[src/fcpa_pkg.sv]
// ----------------------------------------------------------------------------
// fcpa_pkg
// Shared types and constants of the fixed-chunk pool allocator: field
// widths, operation and status codes, sequencer states and beat formats.
// ----------------------------------------------------------------------------
`default_nettype none

package fcpa_pkg;

	localparam int ADDR_W    = 32;
	localparam int REGION_W  = 25;
	localparam int CHUNK_W   = 17;
	localparam int STATUS_W  = 3;
	localparam int OP_W      = 2;
	localparam int CFG_IDX_W = 2;

	typedef enum logic [CFG_IDX_W-1:0] {
		CFG_BASE   = 2'd0,
		CFG_REGION = 2'd1,
		CFG_CHUNK  = 2'd2
	} cfg_idx_t;

	typedef enum logic [OP_W-1:0] {
		OP_ALLOC    = 2'd0,
		OP_FREE     = 2'd1,
		OP_FREE_ALL = 2'd2,
		OP_QUERY    = 2'd3
	} op_t;

	typedef enum logic [STATUS_W-1:0] {
		ST_OK           = 3'd0,
		ST_EMPTY        = 3'd1,
		ST_OUT_OF_RANGE = 3'd2,
		ST_MISALIGNED   = 3'd3,
		ST_CHUNK_SMALL  = 3'd4,
		ST_REGION_SMALL = 3'd5,
		ST_NULL_REGION  = 3'd6
	} status_t;

	typedef enum logic [3:0] {
		S_IDLE,
		S_ALLOC,
		S_FREE_CHK,
		S_REL_CHK,
		S_DIV,
		S_REL_SET,
		S_SWEEP,
		S_RESP
	} state_t;

	typedef struct packed {
		logic [OP_W-1:0]   operation;
		logic [ADDR_W-1:0] address;
	} req_t;

	typedef struct packed {
		logic [STATUS_W-1:0] status;
		logic [ADDR_W-1:0]   chunk_address;
		logic [REGION_W-1:0] free_bytes;
		logic [REGION_W-1:0] used_bytes;
		logic                all_free;
	} rsp_t;

endpackage

`default_nettype wire

[src/fcpa_div.sv]
// ----------------------------------------------------------------------------
// fcpa_div
// Restoring divider, one quotient bit per cycle, for quotients known to fit
// in IDX_W bits. Used for chunk index lookup and for the chunk count.
// ----------------------------------------------------------------------------
`default_nettype none

module fcpa_div #(
	parameter int IDX_W = 10
) (
	input  logic                          clk,
	input  logic                          arst_n,
	input  logic                          start,
	input  logic [fcpa_pkg::ADDR_W-1:0]   dividend,
	input  logic [fcpa_pkg::CHUNK_W-1:0]  divisor,
	output logic                          done,
	output logic [IDX_W-1:0]              quotient,
	output logic [fcpa_pkg::ADDR_W-1:0]   remainder
);

	localparam int BIT_W = (IDX_W > 1) ? $clog2(IDX_W) : 1;
	localparam int DVS_W = fcpa_pkg::CHUNK_W + IDX_W;
	localparam int CMP_W = (DVS_W > fcpa_pkg::ADDR_W) ? DVS_W : fcpa_pkg::ADDR_W;

	logic                          busy_q;
	logic                          done_q;
	logic [BIT_W-1:0]              bit_q;
	logic [fcpa_pkg::ADDR_W-1:0]   rem_q;
	logic [fcpa_pkg::CHUNK_W-1:0]  dvs_q;
	logic [IDX_W-1:0]              quo_q;
	logic [CMP_W-1:0]              trial;
	logic [CMP_W-1:0]              rem_ext;
	logic                          fits;

	assign trial   = CMP_W'(dvs_q) << bit_q;
	assign rem_ext = CMP_W'(rem_q);
	assign fits    = rem_ext >= trial;

	always_ff @(posedge clk or negedge arst_n) begin
		if (!arst_n) begin
			busy_q <= 1'b0;
			done_q <= 1'b0;
		end else begin
			done_q <= 1'b0;
			if (start) begin
				busy_q <= 1'b1;
			end else if (busy_q && bit_q == '0) begin
				busy_q <= 1'b0;
				done_q <= 1'b1;
			end
		end
	end

	always_ff @(posedge clk) begin
		if (start) begin
			rem_q <= dividend;
			dvs_q <= divisor;
			quo_q <= '0;
			bit_q <= BIT_W'(IDX_W - 1);
		end else if (busy_q) begin
			if (fits) begin
				rem_q        <= fcpa_pkg::ADDR_W'(rem_ext - trial);
				quo_q[bit_q] <= 1'b1;
			end
			if (bit_q != '0) begin
				bit_q <= bit_q - BIT_W'(1);
			end
		end
	end

	assign done      = done_q;
	assign quotient  = quo_q;
	assign remainder = rem_q;

endmodule

`default_nettype wire

[config.mk]
export PLATFORM = sky130hd
export DESIGN_NAME = fcpa_div
export DESIGN_NICKNAME = d
export VERILOG_FILES = /design/src/fcpa_pkg.sv /design/src/fcpa_div.sv
export SDC_FILE = /design/constraint.sdc
export NUM_CORES = 1
export LEC_CHECK = 0
export ABC_CLOCK_PERIOD_IN_PS = 8350
export BUFFER_PORTS_ARGS = -buffer_cell sky130_fd_sc_hd__buf_2
export CORE_MARGIN = 5
export CORE_UTILIZATION = 30
export DETAILED_ROUTE_END_ITERATION = 12
export SYNTH_ARGS = -nofsm -noshare
export SYNTH_HDL_FRONTEND = slang
export SYNTH_SLANG_ARGS = --single-unit
export TNS_END_PERCENT = 100
[constraint.sdc]
create_clock -name clk -period 8.35 [get_ports clk]
set_input_delay 0.4175 -clock clk [delete_from_list [all_inputs] [get_ports clk]]
set_output_delay 0.4175 -clock clk [all_outputs]
set_load 0.005 [all_outputs]
* Word level (Yosys, flattened, before mapping)
Index checks and enable logic that the tools add are counted.
Word-level totals: output and inout bits 43, bits in registers 65, bits of input ports 52, word-level logic and storage cells 32
Operators by class: reduce and logical (&&, ||, !) cells 10, magnitude comparators 3, shift-type cells 1, add/sub/neg operators 2, bitwise operators 1, mux-type cells 9
Operator list (number):
- $mux W32 | 3
- $ge A32 B32 Y1 | 1
- $shl A17 B4 Y32 | 1
- $sub A32 B32 Y32 | 1
- $or A10 B10 Y10 | 1
- $reduce_and A2 Y1 | 3
- $reduce_bool A2 Y1 | 3
- $lt A4 B5 Y1 const B | 1
- $mux W1 | 5
- $demux W1 S4 | 1
- $ge A4 B1 Y1 const B | 1
- $logic_not A4 Y1 | 1
- $reduce_bool A4 Y1 | 1
- $sub A4 B1 Y4 const B | 1
- $logic_and A1 B1 Y1 | 2

* Depth between registers and ports, before layout
word-level depth 5, gate-level depth with buffers 17, gate-level depth less buffers 14

* Worst setup path after synthesis
Ideal clock, no wire load.
kind register to register, from register bit_q[0], to register rem_q (netlist bit remainder[0]), enable pin, buffers on the path 3, path slack 2.783 ns, required time 7.884 ns, setup time 0.466 ns, cell stages (with the launch flop) 16, arrival time 5.101 ns, clock period less this slack 5.567 ns, cells stage by stage dfxtp_1 > buf_2 > buf_2 > clkbuf_1 > a211oi_1 > a21oi_1 > mux2i_1 > or2_2 > ha_1 > a21oi_1 > o221ai_1 > a21oi_2 > o21ai_2 > a21o_1 > a21oi_2 > o21ai_0
On the way: cells in the longest elaborated chain, start to end 4
RTL lines:
- start: declaration | RTL line fcpa_div.sv:27 | logic [BIT_W-1:0] bit_q;
- start signal: assignment | RTL line fcpa_div.sv:59 | bit_q <= BIT_W'(IDX_W - 1);
- start signal: assignment | RTL line fcpa_div.sv:66 | bit_q <= bit_q - BIT_W'(1);
- $shl A17 B4 Y32 | RTL line fcpa_div.sv:35 | assign trial = CMP_W'(dvs_q) << bit_q;
- $ge A32 B32 Y1 | RTL line fcpa_div.sv:37 | assign fits = rem_ext >= trial;
- $reduce_bool A2 Y1 (no source line)
- $reduce_and A2 Y1 (no source line)
- end signal: assignment | RTL line fcpa_div.sv:56 | rem_q <= dividend;
- end signal: assignment | RTL line fcpa_div.sv:62 | rem_q <= fcpa_pkg::ADDR_W'(rem_ext - trial);
- end: declaration | RTL line fcpa_div.sv:28 | logic [fcpa_pkg::ADDR_W-1:0] rem_q;
No other way between the ends. A chain may end at the register's enable or synchronous reset.

* Final worst setup path
from register bit_q[0], to register rem_q (netlist bit remainder[27]), enable pin
The elaborated chain is that of the path after synthesis.

==> parameters.txt <==
Parameter                              Value

Synthesis
  EDFF count, synth ... a little under 50
  Share of the yosys chip area belonging to registers ... a little over a third
  Cells taking the most area after synthesis ... edfxtp_1, ha_1, nand2_1
  Most instantiated library cell after synthesis ... nand2_1
  Area share of the largest cell type after synthesis ... 28.8%
  Synthesized instance count ... between 500 and 600
  Nets in the synthesized netlist ... approximately 660
  Most common library cells after synthesis ... nand2_1, o21ai_0, edfxtp_1, a21oi_1, nor2_1
  Main synth FF type ... edfxtp_1
  Synthesized area per cell ... between 8 and 9 um^2
  Distinct cells, synth ... 60
  Async set-reset flop share out of synthesis ... under 10%
  Warnings, synthesis ... 0
  Post-synthesis register bit count ... 65
  Post-synthesis instance area ... between 5000 and 6000 um^2
  Post-synthesis cell type with the largest combined area ... edfxtp_1

Drt
  Number of DRC violations after detailed routing ... 0
  WL per Instance ... between 15 and 20 um
  Routed length on met1 ... around 7.0 mm
  DR iter-0 viols ... 304
  First-pass iteration count of the detailed router ... 5
  Number of vias after detailed routing ... about 4500
  Post-detailed-routing wire length ... ~14 mm
  Highest routed layer ... met4
  Routed met2 length ... ~6.5 mm
  Remaining number of nets flagged by the antenna check after routing ... 0
  Routed length on met3 ... around 800 um
  Via-per-instance ratio ... roughly 5.2

Clocking
  CTS Root Buffer Type ... clkbuf_16
  Clock sinks ... 65
  Clock tree from TritonCTS ... yes
  Post-CTS clock slew at the launch and capture registers of the worst setup and hold paths ... ~60 ps
  Total number of H-tree levels ... 3
  Post-CTS resize count ... 0
  Clock latency on the worst-skew pair ... 340 ps
  Clock Path Buffers ... 2
  Clock buffers created by TritonCTS ... 9

Die
  Core Footprint ... 16600 um^2
  Die span in x ... 140 um
  Chip height ... 140 um
  Number of top-level pins ... 95
  Die area ... ~20000 um^2
  Standard-cell rows ... 47
  Initial Util ... between 30% and 40%

Worst setup path
  R2r setup slk ... roughly 3300 ps
  Required time at the worst-slack endpoint ... ~8400 ps
  Endpoint arrival time on the critical path ... between 5000 and 6000 ps
  Critical path fanouts, max ... 25
  Critical path endpoint category ... flop
  Endpoint of the worst setup timing path ... remainder[27]
  Critical path origin ... bit_q[0]
  Critical R2R Launch ... bit_q[0]
  Worst reg2reg endpoint ... remainder[27]
  Critical Path Slowest Stage Cell ... dfxtp_1
  CP Launch Type ... flop
  Cell count of the worst reg-to-reg path ... 13
  Crit path kind ... flop to flop
  Critical-path cell list ... clkinv_1 > and3_1 > mux2i_1 > or2_2 > ha_1 > and3_1 > a221o_1 > a21oi_2 > o21ai_2 > a21o_1 > a21oi_2 > o21ai_2 > buf_4
  Delay of the slowest cell on the worst path ... 1000 ps

GRT
  Maximum number of pins on one net before global-route repair ... 53
  Initial antenna violation count ... 0
  Gr ovfl total ... 0
  Via count of the first global-routing pass ... between 4000 and 5000
  Global-route wire length before repair ... 23.3 mm
  Gr usage total ... 14.6%

Flow run
  Max_cap viols ... 0

STA
  Number of pins exceeding their max-slew limit in the final report ... 0
  Final setup violating endpoints ... 0
  Final Cycle Share ... between 60% and 70%
  Final-report hold violation count ... 0
  Worst Max-Slew Pin Slew ... approximately 1000 ps
  Final setup skew ... between 10 and 15 ps
  Achievable clock frequency ... about 200 MHz
  Shortest period the worst path allows ... between 5000 and 6000 ps
  Sum Neg Setup Slack ... 0 ps
  Setup repair after global routing missed its margin ... false
  Worst-case headroom to the max-slew limit ... a little under a third

Cells and area
  Share of cells above drive strength 1 ... 22.1%
  Number of diodes added for antenna fixing ... 0
  Number of nets in the final layout ... around 740
  Signed area change from the synthesized netlist to the final layout ... 18.1%

Place
  Count of port buffers added during placement ... 94
  RePlAce Congestion ... roughly 0.9
  Hpwl dp ... 11.4 mm

Status
  Status ... finished, final reports clean

Min path
  Min-delay worst type ... primary input to flop
[how the worst min path moves through the flow]
stage                      from        end  slack, ps  depth (start not counted)
floorplan                arst_n     busy_q        120                          0
global placement         arst_n       done        220                          1
detailed placement       arst_n       done        220                          1
CTS                  divisor[3]   dvs_q[3]        230                          1
global route         divisor[6]   dvs_q[6]        240                          1
finish              divisor[16]  dvs_q[16]        250                          1
[layout by cell type (no fill, tap or decap), types with 7 or more instances in the layout]
master and count:
o2bb2ai_1 10, xnor2_1 13, edfxtp_1 49, o21ai_0 55
dfxtp_1 14, clkbuf_16 9, nand3_1 13, or3_1 11
ha_1 36, xor2_1 16, nor3_1 7, a21o_1 14
mux4_2 9, nand2_1 90, nor2_1 38, mux2_2 8
inv_1 11, buf_2 94, mux2i_1 13, a21oi_1 43
[routing by layer]
layer	vias to the layer above	GRT usage (%)
li1	2278	-
met1	2101	20.6
met2	127	22.3
met3	17	3.51
met4	0	4.28
met5	-	0
[critical path: cells and delay by family (launching register included)]
family / cells / cell delay [ps]
multiplexers: 1 / 180
buffers and inverters: 2 / 840
flip-flops: 1 / 1000
AO/OA/AOI/OAI: 6 / 1830
AND/OR/NAND/NOR: 3 / 680
adder cells (fa/ha/maj): 1 / 270
[layout make-up]
class	instances	area, um^2
Fill cell	1737	10600
Clock buffer	10	229
Multi-Input combinational cell	465	3130
Timing Repair Buffer	98	503
Sequential cell	65	1800
Clock inverter	6	43.8
Tap cell	220	275
Inverter	13	48.8
[registers in the layout, summed over array words and instances, names as in the netlist]
name	cells
done	1
bit_q	4
busy_q	1
remainder	32
dvs_q	17
quotient	10
[through the flow]
| step | cells | worst slack (ps) | cell area [um^2] | utilization [%] | hold slack [ps] |
|---|---|---|---|---|---|
| 2_1_floorplan | 573 | 2780 | 5110 | - | 122 |
| 4_1_cts | 877 | 3240 | 6030 | 36.2 | 231 |
| 3_5_place_dp | 860 | 3270 | 5750 | 34.5 | 216 |
| 5_1_grt | 877 | 2760 | 6030 | 36.2 | 238 |
| 6_report | 877 | 3260 | 6030 | 36.2 | 250 |
| 3_3_place_gp | 860 | 3390 | 5750 | 34.5 | 216 |
[logic make-up after synthesis]
logic type / after synthesis / share of synthesized area (%)
compound gates: 173 / 21.4
xor+xnor: 29 / 4.97
fa+ha+maj: 37 / 9.21
buf+inv: 43 / 3.48
flops: 65 / 35.3
mux: 30 / 8.28
simple gates: 196 / 17.4
[what timing repair did]
action / 4_1_cts / 5_1_grt
endpoints found under the setup margin: 0 / 0
hold buffers: 1 / 0
endpoints found under the hold margin: 2 / 0
setup buffers: 0 / 0
Power is not shown: default switching activity piles up to over one toggle a cycle in this logic, so the estimate is an artifact.
